File: config.mk
export PLATFORM = sky130hd
export DESIGN_NAME = fibonacci_fast_doubling_top
export DESIGN_NICKNAME = d
export VERILOG_FILES = /design/src/design/fib_fd_pkg.sv /design/src/design/fib_fd_seq.sv /design/src/design/fib_fd_datapath.sv /design/src/design/fibonacci_fast_doubling_top.sv
export SDC_FILE = /design/constraint.sdc
export NUM_CORES = 2
export LEC_CHECK = 0
export BUFFER_PORTS_ARGS = -buffer_cell sky130_fd_sc_hd__buf_2
export CORE_MARGIN = 2
export CORE_UTILIZATION = 59
export CTS_BUF_LIST = sky130_fd_sc_hd__clkbuf_4 sky130_fd_sc_hd__clkbuf_8
export DETAILED_ROUTE_END_ITERATION = 10
export GPL_TIMING_DRIVEN = 0
export PLACE_DENSITY_LB_ADDON = 0.15
export SYNTH_ARGS = -nofsm -noshare
export SYNTH_HDL_FRONTEND = slang
export SYNTH_SLANG_ARGS = --single-unit
export TNS_END_PERCENT = 50
File: constraint.sdc
create_clock -name i_clk -period 31.8 [get_ports i_clk]
set_input_delay 1.59 -clock i_clk [delete_from_list [all_inputs] [get_ports i_clk]]
set_output_delay 1.59 -clock i_clk [all_outputs]
set_load 0.02 [all_outputs]
File: src/design/fib_fd_pkg.sv
`timescale 1ns / 1ps
`default_nettype none
// ----------------------------------------------------------------------------
// Fast-doubling Fibonacci package
// Shared widths, microcode word layout and the microcode ROM contents.
// ----------------------------------------------------------------------------
package fib_fd_pkg;

    // Default sizes and fixed port widths.
    localparam int DEF_INDEX_BITS = 31;
    localparam int DEF_VALUE_BITS = 64;
    localparam int IDX_DATA_BITS  = 32;
    localparam int FIB_DATA_BITS  = 64;

    // Step counter of the microcode program.
    localparam int STEP_W = 4;
    localparam logic [STEP_W-1:0] STEP_LOOP = 4'd0;
    localparam logic [STEP_W-1:0] STEP_SQ_A1 = 4'd1;
    localparam logic [STEP_W-1:0] STEP_SQ_A2 = 4'd2;
    localparam logic [STEP_W-1:0] STEP_SQ_B1 = 4'd3;
    localparam logic [STEP_W-1:0] STEP_SQ_B2 = 4'd4;
    localparam logic [STEP_W-1:0] STEP_EV_1 = 4'd5;
    localparam logic [STEP_W-1:0] STEP_EV_2 = 4'd6;
    localparam logic [STEP_W-1:0] STEP_EV_3 = 4'd7;
    localparam logic [STEP_W-1:0] STEP_UPDATE = 4'd8;

    // First multiplier operand: F(k) or F(k+1).
    typedef enum logic {
        XS_A = 1'b0,
        XS_B = 1'b1
    } t_xsrc;

    // Second multiplier operand: F(k), F(k+1) or 2F(k+1)-F(k).
    typedef enum logic [1:0] {
        YS_A = 2'd0,
        YS_B = 2'd1,
        YS_C = 2'd2
    } t_ysrc;

    // Accumulator operation on the registered partial product.
    typedef enum logic [1:0] {
        AO_NONE = 2'd0,
        AO_LOAD = 2'd1,
        AO_ADD  = 2'd2
    } t_acc_op;

    // One microcode word.
    typedef struct packed {
        logic              mul_en;    // issue a partial product
        t_xsrc             x_src;
        logic              x_hi;      // take upper half of x
        t_ysrc             y_src;
        logic              y_hi;      // take upper half of y
        t_acc_op           acc_op;
        logic              acc_sh;    // shift product up by half a word
        logic              acc_dbl;   // double the product
        logic              save_odd;  // capture accumulator as F(2k+1)
        logic              calc_c;    // form 2F(k+1)-F(k)
        logic              update;    // write back the new pair
        logic              jmp_en;    // loop back while index bits remain
        logic [STEP_W-1:0] jmp_addr;
    } t_uword;

    // Control handed from the sequencer to the datapath.
    typedef struct packed {
        t_uword uw;
        logic   init;     // load the starting pair (0, 1)
        logic   bit_set;  // current index bit
    } t_dp_ctrl;

    // Microcode ROM. One pass covers one index bit: the two squares give
    // F(2k+1), the product with 2F(k+1)-F(k) gives F(2k). Each wide product
    // is built from half-width partial products, wrapping at the word size.
    function automatic t_uword ucode_rom(input logic [STEP_W-1:0] step);
        t_uword w;
        w = '0;
        unique case (step)
            STEP_LOOP: begin
                w.calc_c = 1'b1;
                w.mul_en = 1'b1; w.x_src = XS_A; w.y_src = YS_A;
            end
            STEP_SQ_A1: begin
                w.acc_op = AO_LOAD;
                w.mul_en = 1'b1; w.x_src = XS_A; w.y_src = YS_A; w.y_hi = 1'b1;
            end
            STEP_SQ_A2: begin
                w.acc_op = AO_ADD; w.acc_sh = 1'b1; w.acc_dbl = 1'b1;
                w.mul_en = 1'b1; w.x_src = XS_B; w.y_src = YS_B;
            end
            STEP_SQ_B1: begin
                w.acc_op = AO_ADD;
                w.mul_en = 1'b1; w.x_src = XS_B; w.y_src = YS_B; w.y_hi = 1'b1;
            end
            STEP_SQ_B2: begin
                w.acc_op = AO_ADD; w.acc_sh = 1'b1; w.acc_dbl = 1'b1;
                w.mul_en = 1'b1; w.x_src = XS_A; w.y_src = YS_C;
            end
            STEP_EV_1: begin
                w.save_odd = 1'b1;
                w.acc_op = AO_LOAD;
                w.mul_en = 1'b1; w.x_src = XS_A; w.y_src = YS_C; w.y_hi = 1'b1;
            end
            STEP_EV_2: begin
                w.acc_op = AO_ADD; w.acc_sh = 1'b1;
                w.mul_en = 1'b1; w.x_src = XS_A; w.x_hi = 1'b1; w.y_src = YS_C;
            end
            STEP_EV_3: begin
                w.acc_op = AO_ADD; w.acc_sh = 1'b1;
            end
            STEP_UPDATE: begin
                w.update = 1'b1;
                w.jmp_en = 1'b1; w.jmp_addr = STEP_LOOP;
            end
            default: begin
                w = '0;
            end
        endcase
        return w;
    endfunction

endpackage
`default_nettype wire

File: src/design/fib_fd_seq.sv
`timescale 1ns / 1ps
`default_nettype none
// ----------------------------------------------------------------------------
// Fast-doubling Fibonacci sequencer
// Step counter, index bit counter and microcode ROM that drive the datapath.
// ----------------------------------------------------------------------------
module fib_fd_seq #(
    parameter int INDEX_BITS = fib_fd_pkg::DEF_INDEX_BITS
) (
    input  wire                        i_clk,
    input  wire                        i_rst_n,
    input  wire                        i_start,     // request accepted
    input  wire  [INDEX_BITS-1:0]      i_index,
    input  wire                        i_out_free,  // result register can load
    output logic                       o_idle,
    output logic                       o_done,      // result is final this cycle
    output fib_fd_pkg::t_dp_ctrl       o_ctrl
);
    import fib_fd_pkg::*;

    localparam int BIT_W = (INDEX_BITS > 1) ? $clog2(INDEX_BITS) : 1;
    localparam logic [BIT_W-1:0] BIT_TOP = BIT_W'(INDEX_BITS - 1);

    typedef enum logic [2:0] {
        ST_IDLE = 3'b001,
        ST_RUN  = 3'b010,
        ST_DONE = 3'b100
    } t_state;

    t_state                r_state, n_state;
    logic [STEP_W-1:0]     r_step, n_step;
    logic [BIT_W-1:0]      r_bit, n_bit;
    logic [INDEX_BITS-1:0] r_index;
    t_uword                w_uw;

    assign w_uw = ucode_rom(r_step);

    // Next state, step and bit position.
    always_comb begin
        n_state = r_state;
        n_step  = r_step;
        n_bit   = r_bit;
        o_done  = 1'b0;
        unique case (r_state)
            ST_IDLE: begin
                if (i_start) begin
                    n_state = ST_RUN;
                    n_step  = STEP_LOOP;
                    n_bit   = BIT_TOP;
                end
            end
            ST_RUN: begin
                if (w_uw.jmp_en) begin
                    if (r_bit != '0) begin
                        n_bit  = r_bit - 1'b1;
                        n_step = w_uw.jmp_addr;
                    end else begin
                        n_state = ST_DONE;
                    end
                end else begin
                    n_step = r_step + 1'b1;
                end
            end
            ST_DONE: begin
                if (i_out_free) begin
                    o_done  = 1'b1;
                    n_state = ST_IDLE;
                end
            end
            default: begin
                n_state = ST_IDLE;
            end
        endcase
    end

    // Control registers.
    always_ff @(posedge i_clk) begin
        if (!i_rst_n) begin
            r_state <= ST_IDLE;
            r_step  <= STEP_LOOP;
            r_bit   <= '0;
        end else begin
            r_state <= n_state;
            r_step  <= n_step;
            r_bit   <= n_bit;
        end
    end

    // The index is held for the whole run.
    always_ff @(posedge i_clk) begin
        if (r_state == ST_IDLE && i_start) begin
            r_index <= i_index;
        end
    end

    // Microcode word is only live while running.
    always_comb begin
        o_ctrl         = '0;
        o_ctrl.init    = (r_state == ST_IDLE) && i_start;
        o_ctrl.bit_set = r_index[r_bit];
        if (r_state == ST_RUN) begin
            o_ctrl.uw = w_uw;
        end
    end

    assign o_idle = (r_state == ST_IDLE);

endmodule
`default_nettype wire

File: src/design/fib_fd_datapath.sv
`timescale 1ns / 1ps
`default_nettype none
// ----------------------------------------------------------------------------
// Fast-doubling Fibonacci datapath
// Pair registers, one half-width multiplier and a wrapping accumulator.
// ----------------------------------------------------------------------------
module fib_fd_datapath #(
    parameter int VALUE_BITS = fib_fd_pkg::DEF_VALUE_BITS
) (
    input  wire                       i_clk,
    input  fib_fd_pkg::t_dp_ctrl      i_ctrl,
    output logic [VALUE_BITS-1:0]     o_fib
);
    import fib_fd_pkg::*;

    localparam int HALF = (VALUE_BITS + 1) / 2;

    logic [VALUE_BITS-1:0] r_a;     // F(k)
    logic [VALUE_BITS-1:0] r_b;     // F(k+1)
    logic [VALUE_BITS-1:0] r_c;     // 2F(k+1) - F(k)
    logic [VALUE_BITS-1:0] r_odd;   // F(2k+1)
    logic [VALUE_BITS-1:0] r_acc;
    logic [2*HALF-1:0]     r_prod;

    logic [VALUE_BITS-1:0] w_xw, w_yw, w_add;
    logic [HALF-1:0]       w_x, w_y;

    // Operand selection and half select.
    always_comb begin
        w_xw = (i_ctrl.uw.x_src == XS_B) ? r_b : r_a;
        case (i_ctrl.uw.y_src)
            YS_A:    w_yw = r_a;
            YS_B:    w_yw = r_b;
            YS_C:    w_yw = r_c;
            default: w_yw = r_a;
        endcase
        w_x = i_ctrl.uw.x_hi ? HALF'(w_xw >> HALF) : w_xw[HALF-1:0];
        w_y = i_ctrl.uw.y_hi ? HALF'(w_yw >> HALF) : w_yw[HALF-1:0];
    end

    // Registered partial product.
    always_ff @(posedge i_clk) begin
        if (i_ctrl.uw.mul_en) begin
            r_prod <= (2*HALF)'(w_x) * (2*HALF)'(w_y);
        end
    end

    // Product aligned for the accumulator; bits above the word drop out.
    always_comb begin
        w_add = VALUE_BITS'(r_prod);
        if (i_ctrl.uw.acc_sh) begin
            w_add = w_add << HALF;
        end
        if (i_ctrl.uw.acc_dbl) begin
            w_add = w_add << 1;
        end
    end

    // Accumulator.
    always_ff @(posedge i_clk) begin
        case (i_ctrl.uw.acc_op)
            AO_LOAD: r_acc <= w_add;
            AO_ADD:  r_acc <= r_acc + w_add;
            default: r_acc <= r_acc;
        endcase
    end

    // Pair and helper registers.
    always_ff @(posedge i_clk) begin
        if (i_ctrl.uw.calc_c) begin
            r_c <= (r_b << 1) - r_a;
        end
        if (i_ctrl.uw.save_odd) begin
            r_odd <= r_acc;
        end
        if (i_ctrl.init) begin
            r_a <= '0;
            r_b <= VALUE_BITS'(1);
        end else if (i_ctrl.uw.update) begin
            // The accumulator now holds F(2k); a set bit steps the pair on.
            if (i_ctrl.bit_set) begin
                r_a <= r_odd;
                r_b <= r_acc + r_odd;
            end else begin
                r_a <= r_acc;
                r_b <= r_odd;
            end
        end
    end

    assign o_fib = r_a;

endmodule
`default_nettype wire

File: src/design/fibonacci_fast_doubling_top.sv
`timescale 1ns / 1ps
`default_nettype none
// ----------------------------------------------------------------------------
// Fast-doubling Fibonacci, top level
// Returns F(n) modulo 2^VALUE_BITS for each index request on the input stream.
// ----------------------------------------------------------------------------
// Each request carries an index n; the block returns one result holding
// F(n) wrapped to VALUE_BITS bits, zero above. All INDEX_BITS index bits are
// scanned from the top down, one fast-doubling pass per bit, and each pass
// steps the microcode from STEP_LOOP to STEP_UPDATE around a single
// half-width multiplier that forms seven partial products. The block works
// on one request at a time, so no new request is accepted until the result
// of the last one has moved to the output register. A finished result waits
// in the output register, and the next request is taken meanwhile.
module fibonacci_fast_doubling_top #(
    parameter int INDEX_BITS = fib_fd_pkg::DEF_INDEX_BITS,
    parameter int VALUE_BITS = fib_fd_pkg::DEF_VALUE_BITS
) (
    input  wire                                   i_clk,
    input  wire                                   i_rst_n,
    input  wire                                   i_s_axis_tvalid,
    output logic                                  o_s_axis_tready,
    input  wire  [fib_fd_pkg::IDX_DATA_BITS-1:0]  i_s_axis_tdata,  // [30:0] index
    output logic                                  o_m_axis_tvalid,
    input  wire                                   i_m_axis_tready,
    output logic [fib_fd_pkg::FIB_DATA_BITS-1:0]  o_m_axis_tdata   // [63:0] fib_value
);
    import fib_fd_pkg::*;

    logic                     w_idle, w_done, w_start, w_out_free;
    t_dp_ctrl                 w_ctrl;
    logic [VALUE_BITS-1:0]    w_fib;
    logic                     r_out_valid;
    logic [FIB_DATA_BITS-1:0] r_out_data;

    // No request is taken while reset is held.
    assign o_s_axis_tready = w_idle && i_rst_n;
    assign w_start         = i_s_axis_tvalid && o_s_axis_tready;
    assign w_out_free      = !r_out_valid || i_m_axis_tready;

    fib_fd_seq #(
        .INDEX_BITS (INDEX_BITS)
    ) u_seq (
        .i_clk      (i_clk),
        .i_rst_n    (i_rst_n),
        .i_start    (w_start),
        .i_index    (i_s_axis_tdata[INDEX_BITS-1:0]),
        .i_out_free (w_out_free),
        .o_idle     (w_idle),
        .o_done     (w_done),
        .o_ctrl     (w_ctrl)
    );

    fib_fd_datapath #(
        .VALUE_BITS (VALUE_BITS)
    ) u_datapath (
        .i_clk  (i_clk),
        .i_ctrl (w_ctrl),
        .o_fib  (w_fib)
    );

    // Output register.
    always_ff @(posedge i_clk) begin
        if (!i_rst_n) begin
            r_out_valid <= 1'b0;
        end else if (w_done) begin
            r_out_valid <= 1'b1;
        end else if (i_m_axis_tready) begin
            r_out_valid <= 1'b0;
        end
    end

    always_ff @(posedge i_clk) begin
        if (w_done) begin
            r_out_data <= FIB_DATA_BITS'(w_fib);
        end
    end

    assign o_m_axis_tvalid = r_out_valid;
    assign o_m_axis_tdata  = r_out_data;

endmodule
`default_nettype wire

Yosys cells after proc, flatten, opt, wreduce, memory -nomap -nowiden
Cells that the tools add are included.

$add $sub $neg: 5. Multiply operators: 1. Order comparisons: 1. Equal/unequal tests: 21. Multiplexer cells: 39. Reduce and logical (&&, ||, !) cells: 21.

Operators by type and width (number): two-way mux 64 bit (5); case mux 64 bit (2 select lines) (2); adder 64 bit (2); multiplier 32 x 32 -> 64 bit (1); two-way mux 32 bit (2); subtractor 64 bit (1); two-way mux 18 bit (1); == test 4 x 3 -> 1 bit, second input constant (4); two-way mux 5 bit (3); two-way mux 3 bit (4); two-way mux 4 bit (3); case mux 2 bit (2 select lines) (3); two-way mux 1 bit (11); case mux 5 bit (2 select lines) (1); OR reduction 5 bit (2); case mux 3 bit (3 select lines) (1); == test 4 x 2 -> 1 bit, second input constant (2); inequality test 2 x 1 -> 1 bit, second input constant (4); case mux 4 bit (2 select lines) (1); AND reduction 4 bit (2); less-than comparator 5 x 6 -> 1 bit, second input constant (1); two-way mux 6 bit (1); nonzero test 2 bit (3); OR reduction 2 bit (3); 20 further kinds (25).

Register bits after elaboration: 492. Output and inout bits: 66.

Depth between registers and ports, before layout
Depth after elaboration: 8. Mapped depth: 45. Depth with buffers taken out: 37.

Hierarchy
A second synthesis with hierarchy kept.

Cells, all modules: 7086. Area total of the unflattened synthesis: 64823.4 µm².

By module, submodules not included: fib_fd_datapath (instances 1, cells an instance 6849, area each 60779.5 µm², sequential area each 10249.8 µm²); fib_fd_seq (instances 1, cells an instance 167, area each 2060.7 µm², sequential area each 1171.1 µm²); fibonacci_fast_doubling_top (instances 1, cells an instance 70, area each 1983.2 µm², sequential area each 1941.9 µm²).

Worst setup path before layout
OpenSTA, ideal clock, no wires.

Path type: reg2reg. Start: register u_seq.r_state[2]. End: register u_datapath.r_prod[62], data pin. Setup time: 262 ps. Arrival time: 10044 ps. Data required time: 31538 ps. Path slack: 21494 ps. Cell stages (with the launch flop): 41. Buffers on the path: 9. Clock period less this slack: 10306 ps. Cell sequence: dfxtp_1 > clkbuf_1 > or3_1 > or3_1 > clkbuf_1 > clkbuf_1 > buf_1 > inv_1 > ha_1 > clkbuf_1 > clkbuf_1 > clkbuf_1 > o211ai_1 > nand2_1 > buf_2 > nor2_1 > fa_1 > fa_1 > [5 not listed] > inv_1 > fa_1 > inv_1 > fa_1 > fa_1 > ha_1 > buf_2 > a21o_1 > a31o_2 > a221oi_1 > nor2b_1 > nor2_1 > a211o_1 > o31ai_2 > a211o_1 > a221oi_2 > o21ai_1 > xor2_1.

Longest elaborated chain between the ends: 6. Elaborated cells between the ends (all ways): 9.

Ends and longest elaborated chain: start: declaration (line fib_fd_seq.sv:30) `t_state r_state, n_state;`; start signal: assignment (line fib_fd_seq.sv:83) `r_state <= n_state;`; == test 3 x 2 -> 1 bit * (line fib_fd_seq.sv:101) `if (r_state == ST_RUN) begin`; two-way mux 18 bit * (line fib_fd_seq.sv:101); == test 2 bit or == test 2 x 1 -> 1 bit (tied branches) (line fib_fd_datapath.sv:31) `case (i_ctrl.uw.y_src)`; case mux 64 bit (2 select lines) (line fib_fd_datapath.sv:31); two-way mux 32 bit (line fib_fd_datapath.sv:38) `w_y = i_ctrl.uw.y_hi ? HALF'(w_yw >> HALF) : w_yw[HALF-1:0];`; multiplier 32 x 32 -> 64 bit * (line fib_fd_datapath.sv:44) `r_prod <= (2*HALF)'(w_x) * (2*HALF)'(w_y);`; end signal: assignment (line fib_fd_datapath.sv:44); end: declaration (line fib_fd_datapath.sv:23) `logic [2*HALF-1:0] r_prod;`.

Every way passes the cells marked *; elsewhere a longest branch is shown, timed or not. A chain may end at the register's enable or synchronous reset.

Final worst setup path
Start: register u_seq.r_state[2]. End: register u_datapath.r_prod[63], data pin.

Same word-level chain as after synthesis.

==> flow_summary.yaml <==
cells_and_area:
  seq_area_sq_um: 13400
  syn_to_final_growth_pct: 6.82
  fillers: 9439
  fin_nets: 8641
  drive_gt1_share_pct: 7.39
  stdcell_area_sq_um: 68900
  layout_commonest_cell: "inv_1"
  multi_input_comb_area_sq_um: 45800
  layout_common_cells: "inv_1, fa_1, nor2_1"
power:
  switching_power_mw: 0.358
  p_sw_share_pct: 25.4
  power_frac_comb_pct: 6.8
  p_clk_share_pct: 44.5
  power_frac_seq_pct: 48.7
  ir_drop_v: 0.0000328
  power_density_nw_per_um2: 20.5
  internal_power_mw: 1.05
  leakagePower_nw: 30.9
logic_synthesis:
  netlist-cell-type-count: 99
  synth_mux_area_share_pct: 3.92
  synth_edf_count: 351
  ys_async_sr_fraction_pct: 0
  synth_compound_area_share_pct: 13.7
  ys_ff_latch: 492
  synth-main-ff-cell: "edfxtp_1"
  synthSimpleGateAreaFrac_pct: 13.4
  syn_area_per_cell_sq_um: 9.15
  synth_top_family_by_area: "adder cells"
  synthAdderAreaFrac_pct: 36.8
  ys_warn_count: 0
  synth_nets: 8439
  synth_area_sq_um: 64500
  synthXorXnorAreaFrac_pct: 3.12
  synth_seq_area_share_pct: 20.7
  synth_cells: 7044
sta:
  maxSlewHeadroom_pct: -0.0836
  slew_viol_final: 1
  rsz0062_at_grt: "no"
  min_period_ns: 15.01
  finalClockSkew_ns: 0.0487
  max_freq_mhz: 66.6
  tightest_slew_ns: 1.49
  report.final.hold_viol_count: 0
  fin_tns_setup_ns: 0
  setup_violations: 0
  finalCritPeriodShare_pct: 47.2
run_status:
  violations: "capacitance limit, slew limit"
  outcome: "finished with violations"
detailed_routing:
  drc: 0
  wl_mm: 264
  vias: 56395
  avgViaCountPerCell: 6.45
  ant_nets: 0
  detail_route.wl_per_cell_microns: 30.2
  drt_iter0_drc: 7590
  drt_first_pass_iters: 10
clock_network:
  cts_hold_buf: 0
  numClockSinks: 492
  cts_buffer_depth: 3
  clk_latency_ns: 0.73
  cts_setup_buffers: 0
  h-tree-depth: 3
  clock-root-buffer: "clkbuf_8"
  cts_resized: 0
  numCtsBuffers: 81
  clk_pin_slew_worst_paths_ns: 0.07
  cts_tree: "done"
place:
  place.gp.congestion: 1.16
  hpwlAfterDp_mm: 217
  place_area_sq_um: 67000
  port_buffers: 100
grt:
  antenna_found_initial: 23
  grtUsageTotal_pct: 47.1
  met1_usage_pct: 64.5
  grtUsageMet2_pct: 61.2
  grt_max_degree: 65
  grt_pass1_wl_mm: 374
  grt.met3_usage_pct: 21.6
  grt-busiest-layer: "met1"
  overflow: 0
  grt_pass1_vias: 54392
critical_path:
  path_buf_inv: 14
  endpoint_kind: "flip-flop"
  worst-path-max-fanout: 10
  cp_slowest_cell: "clkbuf_1"
  crit_type: "reg -> reg"
  arrival_ns: 15.48
  worst_path_largest_cell_delay_ns: 1.01
  cp_top_family: "buffers and inverters"
  cp-start-kind: "flip-flop"
  crit_required_ns: 32.27
floorplanning:
  num_io_pins: 102
  start_util_pct: 59.3
  rows: 121
  die-area_sq_um: 112000
  core_area_sq_um: 109000
  die_w_microns: 335
  die_h_microns: 335
worst_hold_path:
  hp-class: "reg -> reg"
job:
  drv_cap: 1
-- synth_stat cells (90+ instances only) --
library cell	count	area share [%]
a211oi_1	107	1.2
a21o_1	179	2.1
a21oi_1	375	2.9
clkbuf_1	302	1.8
dfxtp_1	141	4.4
edfxtp_1	351	16
fa_1	899	28
ha_1	460	8.9
inv_1	979	5.7
mux2_2	111	1.9
mux2i_1	106	1.6
nand2_1	705	4.1
nor2_1	874	5.1
o21ai_0	226	1.8
xnor2_1	140	1.9
xor2_1	90	1.2
-- per-stage QoR --
stage	power [mW]	hold slack (ns)	worst slack, ns	util [%]	std cells
3_5_place_dp	0.791	0.466	17.72	61.7	8574
6_report	1.41	0.482	16.79	63.4	8739
5_1_grt	1.44	0.495	16.72	63.3	8728
2_1_floorplan	0.759	0.431	21.49	-	7044
4_1_cts	1.41	0.475	17.65	63.3	8722
3_3_place_gp	0.790	0.469	16.98	61.4	8558
-- cells by family (layout without fill, tap and decap cells) --
group / after synthesis / after routing
and+or+nand+nor: 2027 / 2027
buffers and inverters: 1390 / 1657
adders and majority gates: 1359 / 1359
AOI/OAI and AO/OA: 1319 / 1319
DFF: 492 / 492
xor gates and xnor gates: 230 / 230
muxes: 227 / 227
other: 0 / 14
-- state kept, by name, indices dropped and copies added (netlist names) --
register and count:
o_m_axis_tdata 64, o_m_axis_tvalid 1, u_datapath.o_fib 64, u_datapath.r_acc 64
u_datapath.r_b 64, u_datapath.r_c 64, u_datapath.r_odd 64, u_datapath.r_prod 64
u_seq.r_bit 5, u_seq.r_index 31, u_seq.r_state 3, u_seq.r_step 4
-- power by group through the flow --
| stage | Combinational [mW] | Sequential (mW) | Clock [mW] |
|---|---|---|---|
| floorplan | 0.0593 | 0.699 | 0 |
| global placement | 0.0894 | 0.701 | 0 |
| detailed placement | 0.0909 | 0.700 | 0 |
| CTS | 0.0915 | 0.687 | 0.629 |
| global route | 0.0984 | 0.687 | 0.657 |
| finish | 0.0954 | 0.687 | 0.628 |
-- final timing paths --
check / start / end / slack, ns / cells after the start
hold reg to reg: u_datapath.o_fib[41] / o_m_axis_tdata[41] / 0.48 / 0
setup reg to reg: u_seq.r_state[2] / u_datapath.r_prod[63] / 16.79 / 38
hold / removal: u_datapath.o_fib[41] / o_m_axis_tdata[41] / 0.48 / 0
setup / recovery: u_seq.r_state[2] / u_datapath.r_prod[63] / 16.79 / 38
-- routing by layer --
layer,part of all wire [%],vias up
li1,-,23693
met1,39,27684
met2,38,4121
met3,17,863
met4,6.7,34
met5,0.16,-
-- cell type report --
type,instances,area share [%]
Sequential cell,492,19.4
Clock buffer,105,1.92
Multi-Input combinational cell,5162,66.5
Inverter,980,5.34
Clock inverter,43,0.654
Buffer,410,2.47
Antenna cell,14,0.0509
Timing Repair Buffer,119,1.12
Tap cell,1414,2.57
No activity file was read; power rests on OpenSTA's default activity.
